[src/rtl/mke_pkg.sv]
// Shared types, constants and lookup tables for the Morse keying encoder.
`timescale 1ns / 1ps

package mke_pkg;

  // Sequencer states
  typedef enum logic [3:0] {
    S_IDLE,
    S_DECODE,
    S_CHAR,
    S_ELEM_ON,
    S_ELEM_OFF,
    S_SPACE,
    S_GAP,
    S_CMD_VAL,
    S_CMD_EXEC,
    S_CMD_OFF,
    S_FLUSH
  } state_t;

  // Which segment the datapath builds on an emit
  typedef enum logic [2:0] {
    EM_ELEM,   // dot or dash, key on
    EM_UNIT,   // key off for t
    EM_TWO,    // key off for 2t
    EM_SIX,    // key off for 6t
    EM_TONE,   // key on, command time
    EM_PAUSE   // key off, command time
  } emit_sel_t;

  // Captured command letter
  typedef enum logic [1:0] {
    CK_NONE,
    CK_TONE,
    CK_PAUSE,
    CK_SPEED
  } cmd_kind_t;

  // Controller to datapath
  typedef struct packed {
    logic      accept;
    logic      decode;
    logic      char_load;
    logic      emit;
    emit_sel_t emit_sel;
    logic      shift;
    logic      rep_next;
    logic      val_load;
    logic      wpm_load;
    logic      flush;
  } dp_cmd_t;

  // Datapath to controller
  typedef struct packed {
    logic      emit_ok;
    logic      ignore;
    logic      cap_open;
    logic      cap_last;
    logic      cap_cmd;
    logic      open_brace;
    logic      ch_space;
    logic      ch_pulses;
    logic      elem_left;
    logic      join_on;
    logic      rep_more;
    cmd_kind_t cmd_kind;
  } dp_stat_t;

  // Character codes
  localparam logic [7:0] CHR_NUL    = 8'h00;
  localparam logic [7:0] CHR_LF     = 8'h0A;
  localparam logic [7:0] CHR_SPACE  = 8'h20;
  localparam logic [7:0] CHR_ZERO   = 8'h30;
  localparam logic [7:0] CHR_NINE   = 8'h39;
  localparam logic [7:0] CHR_LT     = 8'h3C;
  localparam logic [7:0] CHR_GT     = 8'h3E;
  localparam logic [7:0] CHR_P      = 8'h50;
  localparam logic [7:0] CHR_T      = 8'h54;
  localparam logic [7:0] CHR_W      = 8'h57;
  localparam logic [7:0] CHR_LOWER  = 8'h61;
  localparam logic [7:0] CHR_LBRACE = 8'h7B;
  localparam logic [7:0] CHR_RBRACE = 8'h7D;
  localparam logic [7:0] CASE_OFFSET = 8'd32;

  // Pattern table covers 0x20..0x5B; anything else maps to the blank entry
  localparam logic [7:0] TAB_FIRST = 8'h20;
  localparam logic [7:0] TAB_END   = 8'h5B;
  localparam logic [5:0] TAB_BLANK = 6'd59;

  localparam logic [5:0]  MAX_SEGS     = 6'd53;
  localparam logic [7:0]  DEFAULT_TIME = 8'd60;
  localparam logic [16:0] CMD_MS_SCALE = 17'd1000;
  localparam logic [16:0] CMD_MS_BIAS  = 17'd100;

  // Element bits, MSB-first at bit 6 (1 = dash)
  localparam logic [6:0] PAT_BITS [60] = '{
    7'h00, 7'h18, 7'h24, 7'h00, 7'h00, 7'h00, 7'h00, 7'h3C, 7'h5A, 7'h5A,
    7'h00, 7'h00, 7'h66, 7'h42, 7'h2A, 7'h48, 7'h7C, 7'h3C, 7'h1C, 7'h0C,
    7'h04, 7'h00, 7'h40, 7'h60, 7'h70, 7'h78, 7'h70, 7'h00, 7'h00, 7'h44,
    7'h00, 7'h18, 7'h00, 7'h20, 7'h40, 7'h50, 7'h40, 7'h00, 7'h10, 7'h60,
    7'h00, 7'h00, 7'h38, 7'h50, 7'h20, 7'h60, 7'h40, 7'h70, 7'h30, 7'h68,
    7'h20, 7'h00, 7'h40, 7'h10, 7'h08, 7'h30, 7'h48, 7'h58, 7'h60, 7'h00
  };

  // Number of elements per character
  localparam logic [2:0] PAT_LEN [60] = '{
    3'd0, 3'd5, 3'd6, 3'd0, 3'd0, 3'd0, 3'd0, 3'd6, 3'd6, 3'd6,
    3'd0, 3'd0, 3'd6, 3'd6, 3'd6, 3'd5, 3'd5, 3'd5, 3'd5, 3'd5,
    3'd5, 3'd5, 3'd5, 3'd5, 3'd5, 3'd5, 3'd6, 3'd0, 3'd0, 3'd5,
    3'd0, 3'd6, 3'd0, 3'd2, 3'd4, 3'd4, 3'd3, 3'd1, 3'd4, 3'd3,
    3'd4, 3'd2, 3'd4, 3'd3, 3'd4, 3'd2, 3'd2, 3'd3, 3'd4, 3'd4,
    3'd3, 3'd3, 3'd1, 3'd3, 3'd4, 3'd3, 3'd4, 3'd4, 3'd4, 3'd0
  };

  // Element time in ms: 1200/wpm for 5..50 wpm, otherwise 60
  function automatic logic [7:0] element_time_for(input logic [7:0] wpm);
    logic [7:0] t;
    case (wpm)
      8'd5:  t = 8'd240;
      8'd6:  t = 8'd200;
      8'd7:  t = 8'd171;
      8'd8:  t = 8'd150;
      8'd9:  t = 8'd133;
      8'd10: t = 8'd120;
      8'd11: t = 8'd109;
      8'd12: t = 8'd100;
      8'd13: t = 8'd92;
      8'd14: t = 8'd85;
      8'd15: t = 8'd80;
      8'd16: t = 8'd75;
      8'd17: t = 8'd70;
      8'd18: t = 8'd66;
      8'd19: t = 8'd63;
      8'd20: t = 8'd60;
      8'd21: t = 8'd57;
      8'd22: t = 8'd54;
      8'd23: t = 8'd52;
      8'd24: t = 8'd50;
      8'd25: t = 8'd48;
      8'd26: t = 8'd46;
      8'd27: t = 8'd44;
      8'd28: t = 8'd42;
      8'd29: t = 8'd41;
      8'd30: t = 8'd40;
      8'd31: t = 8'd38;
      8'd32: t = 8'd37;
      8'd33: t = 8'd36;
      8'd34: t = 8'd35;
      8'd35: t = 8'd34;
      8'd36: t = 8'd33;
      8'd37: t = 8'd32;
      8'd38: t = 8'd31;
      8'd39: t = 8'd30;
      8'd40: t = 8'd30;
      8'd41: t = 8'd29;
      8'd42: t = 8'd28;
      8'd43: t = 8'd27;
      8'd44: t = 8'd27;
      8'd45: t = 8'd26;
      8'd46: t = 8'd26;
      8'd47: t = 8'd25;
      8'd48: t = 8'd25;
      8'd49: t = 8'd24;
      8'd50: t = 8'd24;
      default: t = DEFAULT_TIME;
    endcase
    return t;
  endfunction

endpackage

[src/rtl/mke_dp.sv]
// Datapath of the Morse keying encoder: capture, pattern, timing and output registers.
`timescale 1ns / 1ps

module mke_dp (
  input  logic              clk,
  input  logic              rst,
  input  mke_pkg::dp_cmd_t  cmd,
  output mke_pkg::dp_stat_t stat,
  input  logic [7:0]        text_byte,
  input  logic              cfg_we,
  input  logic [7:0]        start_wpm,
  input  logic              out_stall,
  output logic              out_valid,
  output logic              key_on,
  output logic [16:0]       duration_ms,
  output logic              last
);

  logic [7:0]  in_byte;
  logic [7:0]  elem_time;
  logic        join_on;
  logic [2:0]  cap_cnt;
  logic [7:0]  cap_bytes [4];
  logic        replay;
  logic [2:0]  rep_idx;
  logic [6:0]  pat_bits;
  logic [2:0]  pat_len;
  logic [6:0]  val;
  logic [5:0]  emit_cnt;
  logic        pend_valid;
  logic        pend_on;
  logic [16:0] pend_dur;

  logic [2:0]  rep_pos;
  logic [2:0]  cap_pos;
  logic [7:0]  src;
  logic [7:0]  folded;
  logic [7:0]  tab_off;
  logic [5:0]  tab_idx;
  logic [7:0]  hi_off;
  logic [7:0]  lo_off;
  logic        digits_ok;
  logic [6:0]  val_c;
  logic        new_on;
  logic [16:0] new_dur;
  logic [16:0] cmd_ms;
  logic        out_free;
  logic        emit_take;
  logic        push;

  // Character source: direct byte, or the replay of a failed capture
  assign rep_pos = rep_idx - 3'd1;
  always_comb begin
    if (!replay) begin
      src = in_byte;
    end else if (rep_idx == 3'd0) begin
      src = mke_pkg::CHR_LBRACE;
    end else begin
      src = cap_bytes[rep_pos[1:0]];
    end
  end

  // Case fold and table index
  assign folded  = (src >= mke_pkg::CHR_LOWER) ? src - mke_pkg::CASE_OFFSET : src;
  assign tab_off = folded - mke_pkg::TAB_FIRST;
  assign tab_idx = (folded >= mke_pkg::TAB_FIRST && folded <= mke_pkg::TAB_END) ?
                   tab_off[5:0] : mke_pkg::TAB_BLANK;

  // Capture slot for the current byte
  assign cap_pos = cap_cnt - 3'd1;

  // Command value from two ASCII digits
  assign hi_off    = cap_bytes[1] - mke_pkg::CHR_ZERO;
  assign lo_off    = cap_bytes[2] - mke_pkg::CHR_ZERO;
  assign digits_ok = (cap_bytes[1] >= mke_pkg::CHR_ZERO) && (cap_bytes[1] <= mke_pkg::CHR_NINE) &&
                     (cap_bytes[2] >= mke_pkg::CHR_ZERO) && (cap_bytes[2] <= mke_pkg::CHR_NINE);
  assign val_c     = 7'({3'b000, hi_off[3:0]} * 7'd10) + {3'b000, lo_off[3:0]};
  assign cmd_ms    = 17'(val) * mke_pkg::CMD_MS_SCALE + mke_pkg::CMD_MS_BIAS;

  // Segment builder
  always_comb begin
    new_on  = 1'b0;
    new_dur = '0;
    case (cmd.emit_sel)
      mke_pkg::EM_ELEM: begin
        new_on  = 1'b1;
        new_dur = pat_bits[6] ? 17'(elem_time) * 17'd3 : 17'(elem_time);
      end
      mke_pkg::EM_UNIT:  new_dur = 17'(elem_time);
      mke_pkg::EM_TWO:   new_dur = {8'd0, elem_time, 1'b0};
      mke_pkg::EM_SIX:   new_dur = 17'(elem_time) * 17'd6;
      mke_pkg::EM_TONE: begin
        new_on  = 1'b1;
        new_dur = cmd_ms;
      end
      mke_pkg::EM_PAUSE: new_dur = cmd_ms;
      default: new_dur = '0;
    endcase
  end

  // One segment is held back so the final one can carry last
  assign out_free  = !out_valid || !out_stall;
  assign emit_take = cmd.emit && (emit_cnt < mke_pkg::MAX_SEGS);
  assign push      = pend_valid && (emit_take || cmd.flush);

  // Status to the controller
  always_comb begin
    stat.emit_ok    = !pend_valid || out_free;
    stat.ignore     = (in_byte == mke_pkg::CHR_NUL) || (in_byte == mke_pkg::CHR_LF);
    stat.cap_open   = cap_cnt != 3'd0;
    stat.cap_last   = cap_pos[1:0] == 2'd3;
    stat.cap_cmd    = in_byte == mke_pkg::CHR_RBRACE;
    stat.open_brace = in_byte == mke_pkg::CHR_LBRACE;
    stat.ch_space   = folded == mke_pkg::CHR_SPACE;
    stat.ch_pulses  = mke_pkg::PAT_LEN[tab_idx] != 3'd0;
    stat.elem_left  = pat_len != 3'd0;
    stat.join_on    = join_on;
    stat.rep_more   = replay && (rep_idx != 3'd4);
    if (cap_bytes[0] == mke_pkg::CHR_T) begin
      stat.cmd_kind = mke_pkg::CK_TONE;
    end else if (cap_bytes[0] == mke_pkg::CHR_P) begin
      stat.cmd_kind = mke_pkg::CK_PAUSE;
    end else if (cap_bytes[0] == mke_pkg::CHR_W) begin
      stat.cmd_kind = mke_pkg::CK_SPEED;
    end else begin
      stat.cmd_kind = mke_pkg::CK_NONE;
    end
  end

  // Control state
  always_ff @(posedge clk) begin
    if (rst) begin
      elem_time  <= mke_pkg::DEFAULT_TIME;
      join_on    <= 1'b0;
      cap_cnt    <= 3'd0;
      replay     <= 1'b0;
      rep_idx    <= 3'd0;
      pat_len    <= 3'd0;
      emit_cnt   <= 6'd0;
      pend_valid <= 1'b0;
      out_valid  <= 1'b0;
    end else begin
      if (cfg_we) begin
        elem_time <= mke_pkg::element_time_for(start_wpm);
      end else if (cmd.wpm_load) begin
        elem_time <= mke_pkg::element_time_for({1'b0, val});
      end

      if (cmd.decode && !stat.ignore) begin
        replay  <= stat.cap_open && stat.cap_last && !stat.cap_cmd;
        rep_idx <= 3'd0;
        if (stat.cap_open) begin
          cap_cnt <= stat.cap_last ? 3'd0 : cap_cnt + 3'd1;
        end else if (stat.open_brace) begin
          cap_cnt <= 3'd1;
        end
      end else if (cmd.rep_next) begin
        rep_idx <= rep_idx + 3'd1;
      end

      if (cmd.char_load) begin
        pat_len <= mke_pkg::PAT_LEN[tab_idx];
        if (folded == mke_pkg::CHR_LT) begin
          join_on <= 1'b1;
        end else if (folded == mke_pkg::CHR_GT) begin
          join_on <= 1'b0;
        end
      end else if (cmd.shift) begin
        pat_len <= pat_len - 3'd1;
      end

      if (cmd.accept) begin
        emit_cnt <= 6'd0;
      end else if (emit_take) begin
        emit_cnt <= emit_cnt + 6'd1;
      end

      if (emit_take) begin
        pend_valid <= 1'b1;
      end else if (cmd.flush) begin
        pend_valid <= 1'b0;
      end

      out_valid <= push || (out_valid && out_stall);
    end
  end

  // Payload registers
  always_ff @(posedge clk) begin
    if (cmd.accept) begin
      in_byte <= text_byte;
    end
    if (cmd.decode && !stat.ignore && stat.cap_open) begin
      cap_bytes[cap_pos[1:0]] <= in_byte;
    end
    if (cmd.char_load) begin
      pat_bits <= mke_pkg::PAT_BITS[tab_idx];
    end else if (cmd.shift) begin
      pat_bits <= {pat_bits[5:0], 1'b0};
    end
    if (cmd.val_load) begin
      val <= digits_ok ? val_c : 7'd0;
    end
    if (emit_take) begin
      pend_on  <= new_on;
      pend_dur <= new_dur;
    end
    if (push) begin
      key_on      <= pend_on;
      duration_ms <= pend_dur;
      last        <= cmd.flush;
    end
  end

  a_seg_cap: assert property (@(posedge clk) disable iff (rst)
    emit_cnt <= mke_pkg::MAX_SEGS)
    else $error("segment count beyond limit");

  a_cap_range: assert property (@(posedge clk) disable iff (rst)
    cap_cnt <= 3'd4)
    else $error("capture count out of range");

  a_rep_range: assert property (@(posedge clk) disable iff (rst)
    rep_idx <= 3'd4)
    else $error("replay index out of range");

  a_push_room: assert property (@(posedge clk) disable iff (rst)
    push |-> out_free)
    else $error("output register overwritten while stalled");

  a_emit_room: assert property (@(posedge clk) disable iff (rst)
    (cmd.emit || cmd.flush) |-> stat.emit_ok)
    else $error("emit issued without room for the held segment");

endmodule

[src/rtl/mke_ctrl.sv]
// Sequencer of the Morse keying encoder: walks a byte through decode, elements and gaps, or a command.
`timescale 1ns / 1ps

module mke_ctrl (
  input  logic              clk,
  input  logic              rst,
  input  logic              in_valid,
  input  mke_pkg::dp_stat_t stat,
  output mke_pkg::dp_cmd_t  cmd,
  output logic              idle
);

  mke_pkg::state_t state;
  mke_pkg::state_t state_next;

  // State register
  always_ff @(posedge clk) begin
    if (rst) begin
      state <= mke_pkg::S_IDLE;
    end else begin
      state <= state_next;
    end
  end

  // Next state
  always_comb begin
    state_next = state;
    case (state)
      mke_pkg::S_IDLE: begin
        if (in_valid) state_next = mke_pkg::S_DECODE;
      end
      mke_pkg::S_DECODE: begin
        if (stat.ignore) begin
          state_next = mke_pkg::S_FLUSH;
        end else if (stat.cap_open) begin
          if (!stat.cap_last) begin
            state_next = mke_pkg::S_FLUSH;
          end else if (stat.cap_cmd) begin
            state_next = mke_pkg::S_CMD_VAL;
          end else begin
            state_next = mke_pkg::S_CHAR;
          end
        end else if (stat.open_brace) begin
          state_next = mke_pkg::S_FLUSH;
        end else begin
          state_next = mke_pkg::S_CHAR;
        end
      end
      mke_pkg::S_CHAR: begin
        if (stat.ch_space) begin
          state_next = mke_pkg::S_SPACE;
        end else if (stat.ch_pulses) begin
          state_next = mke_pkg::S_ELEM_ON;
        end else begin
          state_next = mke_pkg::S_GAP;
        end
      end
      mke_pkg::S_ELEM_ON: begin
        if (stat.emit_ok) state_next = mke_pkg::S_ELEM_OFF;
      end
      mke_pkg::S_ELEM_OFF: begin
        if (stat.emit_ok) begin
          state_next = stat.elem_left ? mke_pkg::S_ELEM_ON : mke_pkg::S_GAP;
        end
      end
      mke_pkg::S_SPACE: begin
        if (stat.emit_ok) state_next = mke_pkg::S_GAP;
      end
      mke_pkg::S_GAP: begin
        if (stat.emit_ok) begin
          state_next = stat.rep_more ? mke_pkg::S_CHAR : mke_pkg::S_FLUSH;
        end
      end
      mke_pkg::S_CMD_VAL: state_next = mke_pkg::S_CMD_EXEC;
      mke_pkg::S_CMD_EXEC: begin
        case (stat.cmd_kind)
          mke_pkg::CK_TONE: begin
            if (stat.emit_ok) state_next = mke_pkg::S_CMD_OFF;
          end
          mke_pkg::CK_PAUSE: begin
            if (stat.emit_ok) state_next = mke_pkg::S_FLUSH;
          end
          default: state_next = mke_pkg::S_FLUSH;
        endcase
      end
      mke_pkg::S_CMD_OFF: begin
        if (stat.emit_ok) state_next = mke_pkg::S_FLUSH;
      end
      mke_pkg::S_FLUSH: begin
        if (stat.emit_ok) state_next = mke_pkg::S_IDLE;
      end
      default: state_next = mke_pkg::S_IDLE;
    endcase
  end

  // Commands to the datapath
  always_comb begin
    cmd          = '0;
    cmd.emit_sel = mke_pkg::EM_UNIT;
    idle         = 1'b0;
    case (state)
      mke_pkg::S_IDLE: begin
        idle       = 1'b1;
        cmd.accept = in_valid;
      end
      mke_pkg::S_DECODE: cmd.decode = 1'b1;
      mke_pkg::S_CHAR:   cmd.char_load = 1'b1;
      mke_pkg::S_ELEM_ON: begin
        cmd.emit     = stat.emit_ok;
        cmd.shift    = stat.emit_ok;
        cmd.emit_sel = mke_pkg::EM_ELEM;
      end
      mke_pkg::S_ELEM_OFF: begin
        cmd.emit     = stat.emit_ok;
        cmd.emit_sel = mke_pkg::EM_UNIT;
      end
      mke_pkg::S_SPACE: begin
        cmd.emit     = stat.emit_ok;
        cmd.emit_sel = mke_pkg::EM_TWO;
      end
      mke_pkg::S_GAP: begin
        // letter gap is dropped while joining
        cmd.emit     = stat.emit_ok && !stat.join_on;
        cmd.emit_sel = mke_pkg::EM_TWO;
        cmd.rep_next = stat.emit_ok && stat.rep_more;
      end
      mke_pkg::S_CMD_VAL: cmd.val_load = 1'b1;
      mke_pkg::S_CMD_EXEC: begin
        case (stat.cmd_kind)
          mke_pkg::CK_TONE: begin
            cmd.emit     = stat.emit_ok;
            cmd.emit_sel = mke_pkg::EM_TONE;
          end
          mke_pkg::CK_PAUSE: begin
            cmd.emit     = stat.emit_ok;
            cmd.emit_sel = mke_pkg::EM_PAUSE;
          end
          mke_pkg::CK_SPEED: cmd.wpm_load = 1'b1;
          default: cmd.wpm_load = 1'b0;
        endcase
      end
      mke_pkg::S_CMD_OFF: begin
        cmd.emit     = stat.emit_ok;
        cmd.emit_sel = mke_pkg::EM_SIX;
      end
      mke_pkg::S_FLUSH: cmd.flush = stat.emit_ok;
      default: idle = 1'b0;
    endcase
  end

  a_accept_idle: assert property (@(posedge clk) disable iff (rst)
    cmd.accept |=> state == mke_pkg::S_DECODE)
    else $error("accepted byte not decoded");

  a_decode_once: assert property (@(posedge clk) disable iff (rst)
    state == mke_pkg::S_DECODE |=> state != mke_pkg::S_DECODE)
    else $error("decode repeated for one byte");

  a_flush_end: assert property (@(posedge clk) disable iff (rst)
    cmd.flush |=> idle)
    else $error("flush did not end the byte");

endmodule

[src/rtl/morse_keying_encoder_core.sv]
// Top level of the Morse keying encoder: sequencer plus datapath.
// Output: the first segment of a byte is held back until the next is emitted, and the last
// leaves on the flush step; a step waits while a segment is held and the output is stalled.
// Throughput: one byte at a time; accept, decode and flush steps, plus a load per character
// and a step per segment or command stage; a failed capture replays five characters.
// Reset: element time 60 ms (20 wpm), joining off, no capture open; capture bytes not cleared.
`timescale 1ns / 1ps

module morse_keying_encoder_core (
  input  logic        clk,
  input  logic        rst,
  input  logic        in_valid,
  output logic        in_stall,
  input  logic [7:0]  text_byte,
  output logic        out_valid,
  input  logic        out_stall,
  output logic        key_on,
  output logic [16:0] duration_ms,
  output logic        last,
  input  logic        cfg_valid,
  output logic        cfg_ready,
  input  logic [7:0]  start_wpm
);

  mke_pkg::dp_cmd_t  cmd;
  mke_pkg::dp_stat_t stat;
  logic              idle;

  // Both input sides only transfer between bytes
  assign in_stall  = !idle;
  assign cfg_ready = idle;

  mke_ctrl u_ctrl (
    .clk      (clk),
    .rst      (rst),
    .in_valid (in_valid),
    .stat     (stat),
    .cmd      (cmd),
    .idle     (idle)
  );

  mke_dp u_dp (
    .clk         (clk),
    .rst         (rst),
    .cmd         (cmd),
    .stat        (stat),
    .text_byte   (text_byte),
    .cfg_we      (cfg_valid && cfg_ready),
    .start_wpm   (start_wpm),
    .out_stall   (out_stall),
    .out_valid   (out_valid),
    .key_on      (key_on),
    .duration_ms (duration_ms),
    .last        (last)
  );

endmodule
[config.mk]
export PLATFORM = sky130hd
export DESIGN_NAME = morse_keying_encoder_core
export DESIGN_NICKNAME = d
export VERILOG_FILES = /design/src/rtl/mke_pkg.sv /design/src/rtl/mke_dp.sv /design/src/rtl/mke_ctrl.sv /design/src/rtl/morse_keying_encoder_core.sv
export SDC_FILE = /design/constraint.sdc
export NUM_CORES = 1
export LEC_CHECK = 0
export BUFFER_PORTS_ARGS = -buffer_cell sky130_fd_sc_hd__buf_2
export CORE_UTILIZATION = 60
export DETAILED_ROUTE_END_ITERATION = 7
export PLACE_DENSITY = 0.8
export RECOVER_POWER = 100
export SYNTH_ARGS = -nofsm -noshare
export SYNTH_HDL_FRONTEND = slang
export SYNTH_SLANG_ARGS = --single-unit
export TNS_END_PERCENT = 5
[constraint.sdc]
create_clock -name clk -period 10.1 [get_ports clk]
set_clock_uncertainty 0.1 [all_clocks]
set_input_delay 2.02 -clock clk [delete_from_list [all_inputs] [get_ports clk]]
set_output_delay 2.02 -clock clk [all_outputs]
set_load 0.05 [all_outputs]
Word level (Yosys, flattened, before mapping)
Memory sizes are Yosys's and may differ from the RTL's. A register that Yosys moved wholly into a read port is not among the register bits. Cells that the tools add are included.

Register bits: 90. Memory bits (writable): 32. Memory bits (read-only): 1664. Bits of input ports: 21. Output and inout bits: 22. Memories: 5.

Memory list: (no name shown) (words 64, width 8, rd ports 1, clocked after Yosys merged registers in 0, wr ports 0, line mke_pkg.sv:118) `case (wpm)`; (no name shown) (words 64, width 8, rd ports 1, clocked after Yosys merged registers in 1, wr ports 0, line mke_pkg.sv:118); (no name shown) (words 64, width 7, rd ports 1, clocked after Yosys merged registers in 0, wr ports 0, line mke_dp.sv:197) `pat_bits <= mke_pkg::PAT_BITS[tab_idx];`; (no name shown) (words 64, width 3, rd ports 1, clocked after Yosys merged registers in 0, wr ports 0, line mke_dp.sv:115) `stat.ch_pulses = mke_pkg::PAT_LEN[tab_idx] != 3'd0;`; u_dp.cap_bytes (words 4, width 8, rd ports 4, clocked after Yosys merged registers in 0, wr ports 1, line mke_dp.sv:23) `logic [7:0] cap_bytes [4];`.

$add $sub $neg: 12. Multipliers: 4. Order comparisons: 9. Equal/unequal tests: 36. Multiplexer cells: 64. Bitwise gates (word level): 1. Reductions and logical operators: 47.

Operators by type and width (number): $pmux W17 S5 (1); $mux W4 (14); $mux W8 (7); $pmux W4 S11 (1); $eq A8 B7 Y1 const B (5); $mux W3 (10); $mux W7 (4); $eq A8 B6 Y1 const B (3); $ge A8 B6 Y1 const B (3); $pmux W4 S6 (1); $mul A8 B2 Y10 const B (2); $mux W6 (3); $add A17 B7 Y17 const B (1); $mux W1 (17); $eq A4 B3 Y1 const B (4); $le A8 B6 Y1 const B (2); $pmux W4 S2 (2); $logic_and A1 B1 Y1 (15); $mul A7 B7 Y14 const B (1); $eq A4 B4 Y1 const B (3); $mux W10 (1); $ne A2 B1 Y1 const B (5); $reduce_bool A2 Y1 (5); $reduce_bool A3 Y1 (3); other kinds (35) (60).

Depth between registers and ports, before layout
An unclocked memory read counts as a cell.

Depth after elaboration: 17. Mapped depth: 24.

Hierarchy
A second synthesis with hierarchy kept.

Cells, all modules: 1080. Area total of the unflattened synthesis: 9902.0 um2.

Modules (own cells, without submodules): mke_dp (times used 1, cells each 973, area each 9126.3 um2); mke_ctrl (times used 1, cells each 105, area each 765.7 um2); morse_keying_encoder_core (times used 1, cells each 2, area each 10.0 um2).

Worst setup path before layout
No wires, ideal clock.

Path type: register to register. Start point: register u_dp.rep_idx[0]. End point: register u_ctrl.state[2]. Setup time: 0.086 ns. Arrival: 4.776 ns. Path slack: 5.138 ns. Cell stages (with the launch flop): 23. Buffers on the path: 2. Cells stage by stage: dfxtp_1 buf_6 inv_1 ha_1 buf_2 mux4_2 o31a_1 inv_1 ha_1 or4b_1 nand2_1 nor3_4 nor3_1 ha_1 inv_1 ha_1 mux2_2 nand2_1 a22o_1 o21ai_0 nor4_2 o21ai_1 a221oi_2.

Cells in the longest elaborated chain, start to end: 17. Elaborated cells between the ends (all ways): 22.

Ends and longest elaborated chain: from (decl) (line mke_dp.sv:25) `logic [2:0] rep_idx;`; from (signal assigned) (line mke_dp.sv:158) `rep_idx <= rep_idx + 3'd1;`; $sub A2 B1 Y2 * (line mke_dp.sv:52) `assign rep_pos = rep_idx - 3'd1;`; named net u_dp.rep_pos[0] (line mke_dp.sv:34) `logic [2:0] rep_pos;`; $mem_v2 Z4 W8 *; $mux W8 * (line mke_dp.sv:56) `end else if (rep_idx == 3'd0) begin`; $mux W8 * (line mke_dp.sv:54) `if (!replay) begin`; $sub A8 B6 Y8 or $ge A8 B7 Y1 (tied branches) (line mke_dp.sv:64) `assign folded = (src >= mke_pkg::CHR_LOWER) ? src - mke_pkg::CASE_OFFSET : src;`; $mux W8 * (line mke_dp.sv:64); $ge A8 B6 Y1 or $le A8 B7 Y1 (tied branches) (line mke_dp.sv:66) `assign tab_idx = (folded >= mke_pkg::TAB_FIRST && folded <= mke_pkg::TAB_END) ?`; $logic_and A1 B1 Y1 (line mke_dp.sv:66); $mux W6 (line mke_dp.sv:66); $not A6 Y7 (implied by the code) (line mke_dp.sv:115); $mem_v2 Z64 W3; $mux W3 (implied by the code) (2 in a row) (line mke_dp.sv:115); $reduce_bool A3 Y1 (line mke_dp.sv:115); $mux W3 (line mke_ctrl.sv:52) `end else if (stat.ch_pulses) begin`; $mux W4 * (line mke_ctrl.sv:50) `if (stat.ch_space) begin`; $pmux W4 S11 * (line mke_ctrl.sv:28) `case (state)`; to (signal assigned) (line mke_ctrl.sv:19) `state <= mke_pkg::S_IDLE;`; to (signal assigned) (line mke_ctrl.sv:21) `state <= state_next;`; to (decl) (line mke_ctrl.sv:13) `mke_pkg::state_t state;`.

Mark *: on every way through the listed nets, which the timed path passes. The rest lies on a longest branch. The select of a mux whose other input is x is not followed. A chain may end at the register's enable or synchronous reset.

Final worst setup path
Ends and elaborated chain as after synthesis.

==> run_results.csv <==
group,metric,value,unit
placed_design,placed_area,10180,sq um
sta,setup_viol,0,
clock_network,clkTransAtPathRegs,0.06,ns
setup_path,cp_data_arrival_time,6.39,ns
floorplanning,io-pin-count,43,
floorplanning,die_area,16870,sq um
drt,vias,8009,
pwr,p_leak,4.052,nW
sta,setup-tns-final,0,ns
setup_path,start_kind,"flop",
sta,period_minus_slack,6.168,ns
floorplanning,core_area,15940,sq um
synthesis,synthCells,1034,
setup_path,required,10.32,ns
clock_network,cts_inserted_buffers,17,
pwr,pwr-share-comb,0.431,
pwr,p_sw,0.0009791,W
clock_network,h-tree-depth,4,
clock_network,cts_tree,"built",
setup_path,end_kind,"flop",
clock_network,clock-sinks,129,
synthesis,async_flop_share,0,
setup_path,cp_top_family,"compound AO/OA/AOI/OAI gates",
floorplanning,initial_core_util,0.6156,
synthesis,syn_area,9814,sq um
synthesis,synth-edff-count,90,
drt,wl_per_cell,17.25,um
sta,slew_headroom,0.1342,
synthesis,synthesis.nets,1167,
global_route,overflow,0,
drt,dr.pass1.iters,6,
sta,rsz0062_at_grt,"no",
flow_run,maxCapViolations,0,
setup_path,path_max_fanout,10,
sta,max_freq,0.1621,GHz
clock_network,post_cts_resized,0,
placed_design,place.gp.congestion,0.9258,
setup_path,path_cells,"inv_1 > ha_1 > mux4_2 > o31a_1 > inv_1 > ha_1 > nor2_1 > o21ai_0 > a211oi_1 > nor3_4 > nor3_1 > ha_1 > inv_1 > ha_1 > mux2_2 > nand2_1 > a22o_1 > o21ai_0 > nor4_1 > o21ai_0 > a221oi_2",
clock_network,root_buffer,"clkbuf_16",
synthesis,ys_seq_area_frac,0.3549,
sta,worstMarginPinSlew,1.299,ns
floorplanning,fp-row-count,46,
clock_network,post_cts_buffers,0,
layout,diodes,0,
pwr,power_density,220.3,nW/um^2
drt,drc,0,
setup_path,cpMostUsedCell,"ha_1",
clock_network,clkLatencyLatePin,0.43,ns
synthesis,yosysWarnings,0,
pwr,power.share.clock,0.259,
clock_network,clk_path_buf_depth,2,
global_route,grt_antenna_before_repair,1,
worst_hold_path,hp-class,"flop to flop",
global_route,grt-busiest-layer,"met2",
setup_path,path_buf_inv,3,
placed_design,numPortBuffers,42,
sta,hold_viol_final,0,
global_route,grtUsageMet2,0.4420,
global_route,grtUsageMet1,0.3932,
sta,min_period_over_period,0.6107,
synthesis,synth.distinct_cells,85,
pwr,ir_drop,0.1567,mV
pwr,intPower,0.001382,W
synthesis,synth.ff_latch_count,129,
setup_path,max_stage_delay,0.80,ns
outcome,status,"complete, no violations",
synthesis,syn-mean-instance-area,9.492,sq um
global_route,grt_pass1_vias,7372,
sta,drv_slew,0,
placed_design,dp_hpwl,16.60,mm
global_route,grt_pass1_wl,36.58,mm
floorplanning,die_y,129.9,um
synthesis,yosys_most_used_dff,"edfxtp_1",
layout,nets,1192,
drt,final_antenna_net_count,0,
layout,final_area,10720,sq um
drt,wl,22.22,mm
layout,drive_gt1_frac,0.08675,
drt,drt_iter0_drc,535,
floorplanning,die_w,129.9,um
layout,syn_to_final_growth,9.217,%
global_route,gr-usage-met3,0.04797,
setup_path,worst_path_max_delay_cell,"a211oi_1",
clock_network,hold_buffers,0,
global_route,grt_max_degree,31,
global_route,grt_usage,0.2790,
drt,routed_via_density,6.218,
setup_path,critPathKind,"flop to flop",
pwr,seqPwrFrac,0.309,
pwr,switching_share,0.4146,
layer usage:
metal  part of all wire  vias to the layer above
met5                  0                        -
met4              0.015                        0
met3              0.070                       33
met2               0.46                      327
met1               0.46                     3762
li1                   -                     3887
synth_stat cells (7+ instances only):
library cell,n,area [sq um]
inv_1,68,255.2
and2_1,8,50.05
a211oi_1,14,105.1
clkbuf_1,36,135.1
o22ai_1,7,43.79
a221oi_1,7,61.31
mux2i_1,13,130.1
o221ai_1,8,70.07
nand2b_1,22,137.6
xnor2_1,22,192.7
nor3_1,28,140.1
a211o_1,7,61.31
nor2_1,97,364.1
dfxtp_1,39,780.8
o31ai_1,17,127.6
nand4_1,8,50.05
and3_1,15,93.84
mux4_2,9,202.7
ha_1,91,1139
edfxtp_1,90,2703
xor2_1,15,131.4
nand2_1,74,277.8
or2_2,8,50.05
o21ai_0,56,280.3
nor2b_1,17,106.4
a21o_1,7,52.55
a21oi_1,67,335.3
o211ai_1,14,105.1
nand3_1,30,150.1
fa_1,21,420.4
registers in the layout, indices dropped and copies added (netlist names), named ones only:
| signal | cells |
|---|---|
| u_dp.last | 1 |
| u_dp.replay | 1 |
| u_dp.cap_bytes | 32 |
| u_dp.pend_valid | 1 |
| u_dp.duration_ms | 17 |
| u_dp.key_on | 1 |
| u_dp.rep_idx | 3 |
| u_dp.pend_dur | 17 |
| u_dp.elem_time | 8 |
| u_dp.out_valid | 1 |
| u_dp.emit_cnt | 6 |
| u_dp.in_byte | 8 |
| u_ctrl.state | 4 |
| u_dp.pend_on | 1 |
| u_dp.val | 7 |
| u_dp.pat_len | 3 |
| u_dp.pat_bits | 6 |
| u_dp.join_on | 1 |
| u_dp.cap_cnt | 3 |
kinds of logic after synthesis:
family                   count (synthesis)  synth area share
buffers and inverters                  114           0.04602
AO/OA/AOI/OAI                          279            0.1973
adder cells (fa/ha/maj)                112            0.1588
XOR/XNOR                                37           0.03302
AND/OR/NAND/NOR                        336            0.1702
flip-flops                             129            0.3549
multiplexers                            27           0.03965
worst reg2reg max path, delay by kind of cell, from the launching register on:
family / cells / cell delay [ns]
adders and majority gates: 4 / 1.32
muxes: 2 / 0.64
buffers and inverters: 3 / 0.32
and+or+nand+nor: 5 / 1.06
AOI/OAI and AO/OA: 7 / 1.97
DFF: 1 / 0.67
path summary, 6_finish.rpt:
kind,start,end,slack [ns],depth (start not counted)
hold / removal,u_dp.pend_dur[7],u_dp.duration_ms[7],0.32,0
setup reg to reg,u_dp.rep_idx[0],u_ctrl.state[2],3.93,21
setup / recovery,u_dp.rep_idx[0],u_ctrl.state[2],3.93,21
hold reg to reg,u_dp.pend_dur[7],u_dp.duration_ms[7],0.32,0
power by group through the flow:
| stage | logic [W] | registers [W] | clock network (W) |
|---|---|---|---|
| 4_1_cts | 0.00101 | 0.000728 | 0.000619 |
| 5_1_grt | 0.00113 | 0.000738 | 0.000644 |
| 3_5_place_dp | 0.00100 | 0.000739 | 0 |
| 2_1_floorplan | 0.000820 | 0.000692 | 0 |
| 3_3_place_gp | 0.000988 | 0.000736 | 0 |
| 6_report | 0.00102 | 0.000731 | 0.000612 |
layout make-up:
cell class | instances | area (sq um)
Multi-Input combinational cell | 791 | 5879
Clock buffer | 17 | 425.4
Fill cell | 1290 | 5224
Inverter | 69 | 259.0
Tap cell | 216 | 270.3
Clock inverter | 15 | 167.7
Sequential cell | 129 | 3483
Timing Repair Buffer | 51 | 234.0
per-stage QoR:
stage	hold slack, ns	cells	total power (W)	worst slack [ns]	util
2_1_floorplan	0.3003	1034	0.001511	5.138	-
3_3_place_gp	0.3012	1256	0.001724	4.469	0.6388
3_5_place_dp	0.3063	1256	0.001743	4.307	0.6388
4_1_cts	0.3201	1288	0.002359	4.292	0.6760
5_1_grt	0.3259	1288	0.002508	3.424	0.6723
6_report	0.3186	1288	0.002362	3.932	0.6723
layout by cell type, fill, tap and decap left out, types with 6 or more instances in the layout:
master | netlist | layout
dfxtp_1 | 39 | 39
nand2_1 | 74 | 74
edfxtp_1 | 90 | 90
a22oi_1 | 6 | 6
o21ai_0 | 56 | 57
nor2b_1 | 17 | 18
nand4_1 | 8 | 8
nor2_1 | 97 | 97
nor4_1 | 6 | 7
mux2i_1 | 13 | 13
o21a_1 | 6 | 6
xor2_1 | 15 | 15
buf_4 | 1 | 6
o31ai_1 | 17 | 15
or2_2 | 8 | 8
o221ai_1 | 8 | 8
o211ai_1 | 14 | 14
a21o_1 | 7 | 7
fa_1 | 21 | 21
and3_1 | 15 | 15
ha_1 | 91 | 91
mux4_2 | 9 | 9
a21oi_1 | 67 | 66
clkbuf_1 | 36 | 29
o22ai_1 | 7 | 7
inv_1 | 68 | 68
buf_2 | 4 | 16
nand3_1 | 30 | 30
clkbuf_16 | 0 | 17
a211o_1 | 7 | 7
nor3_1 | 28 | 28
o31a_1 | 6 | 6
a211oi_1 | 14 | 15
inv_6 | 0 | 6
a221oi_1 | 7 | 7
xnor2_1 | 22 | 22
nand2b_1 | 22 | 22
(Power assumes the default switching activity.)
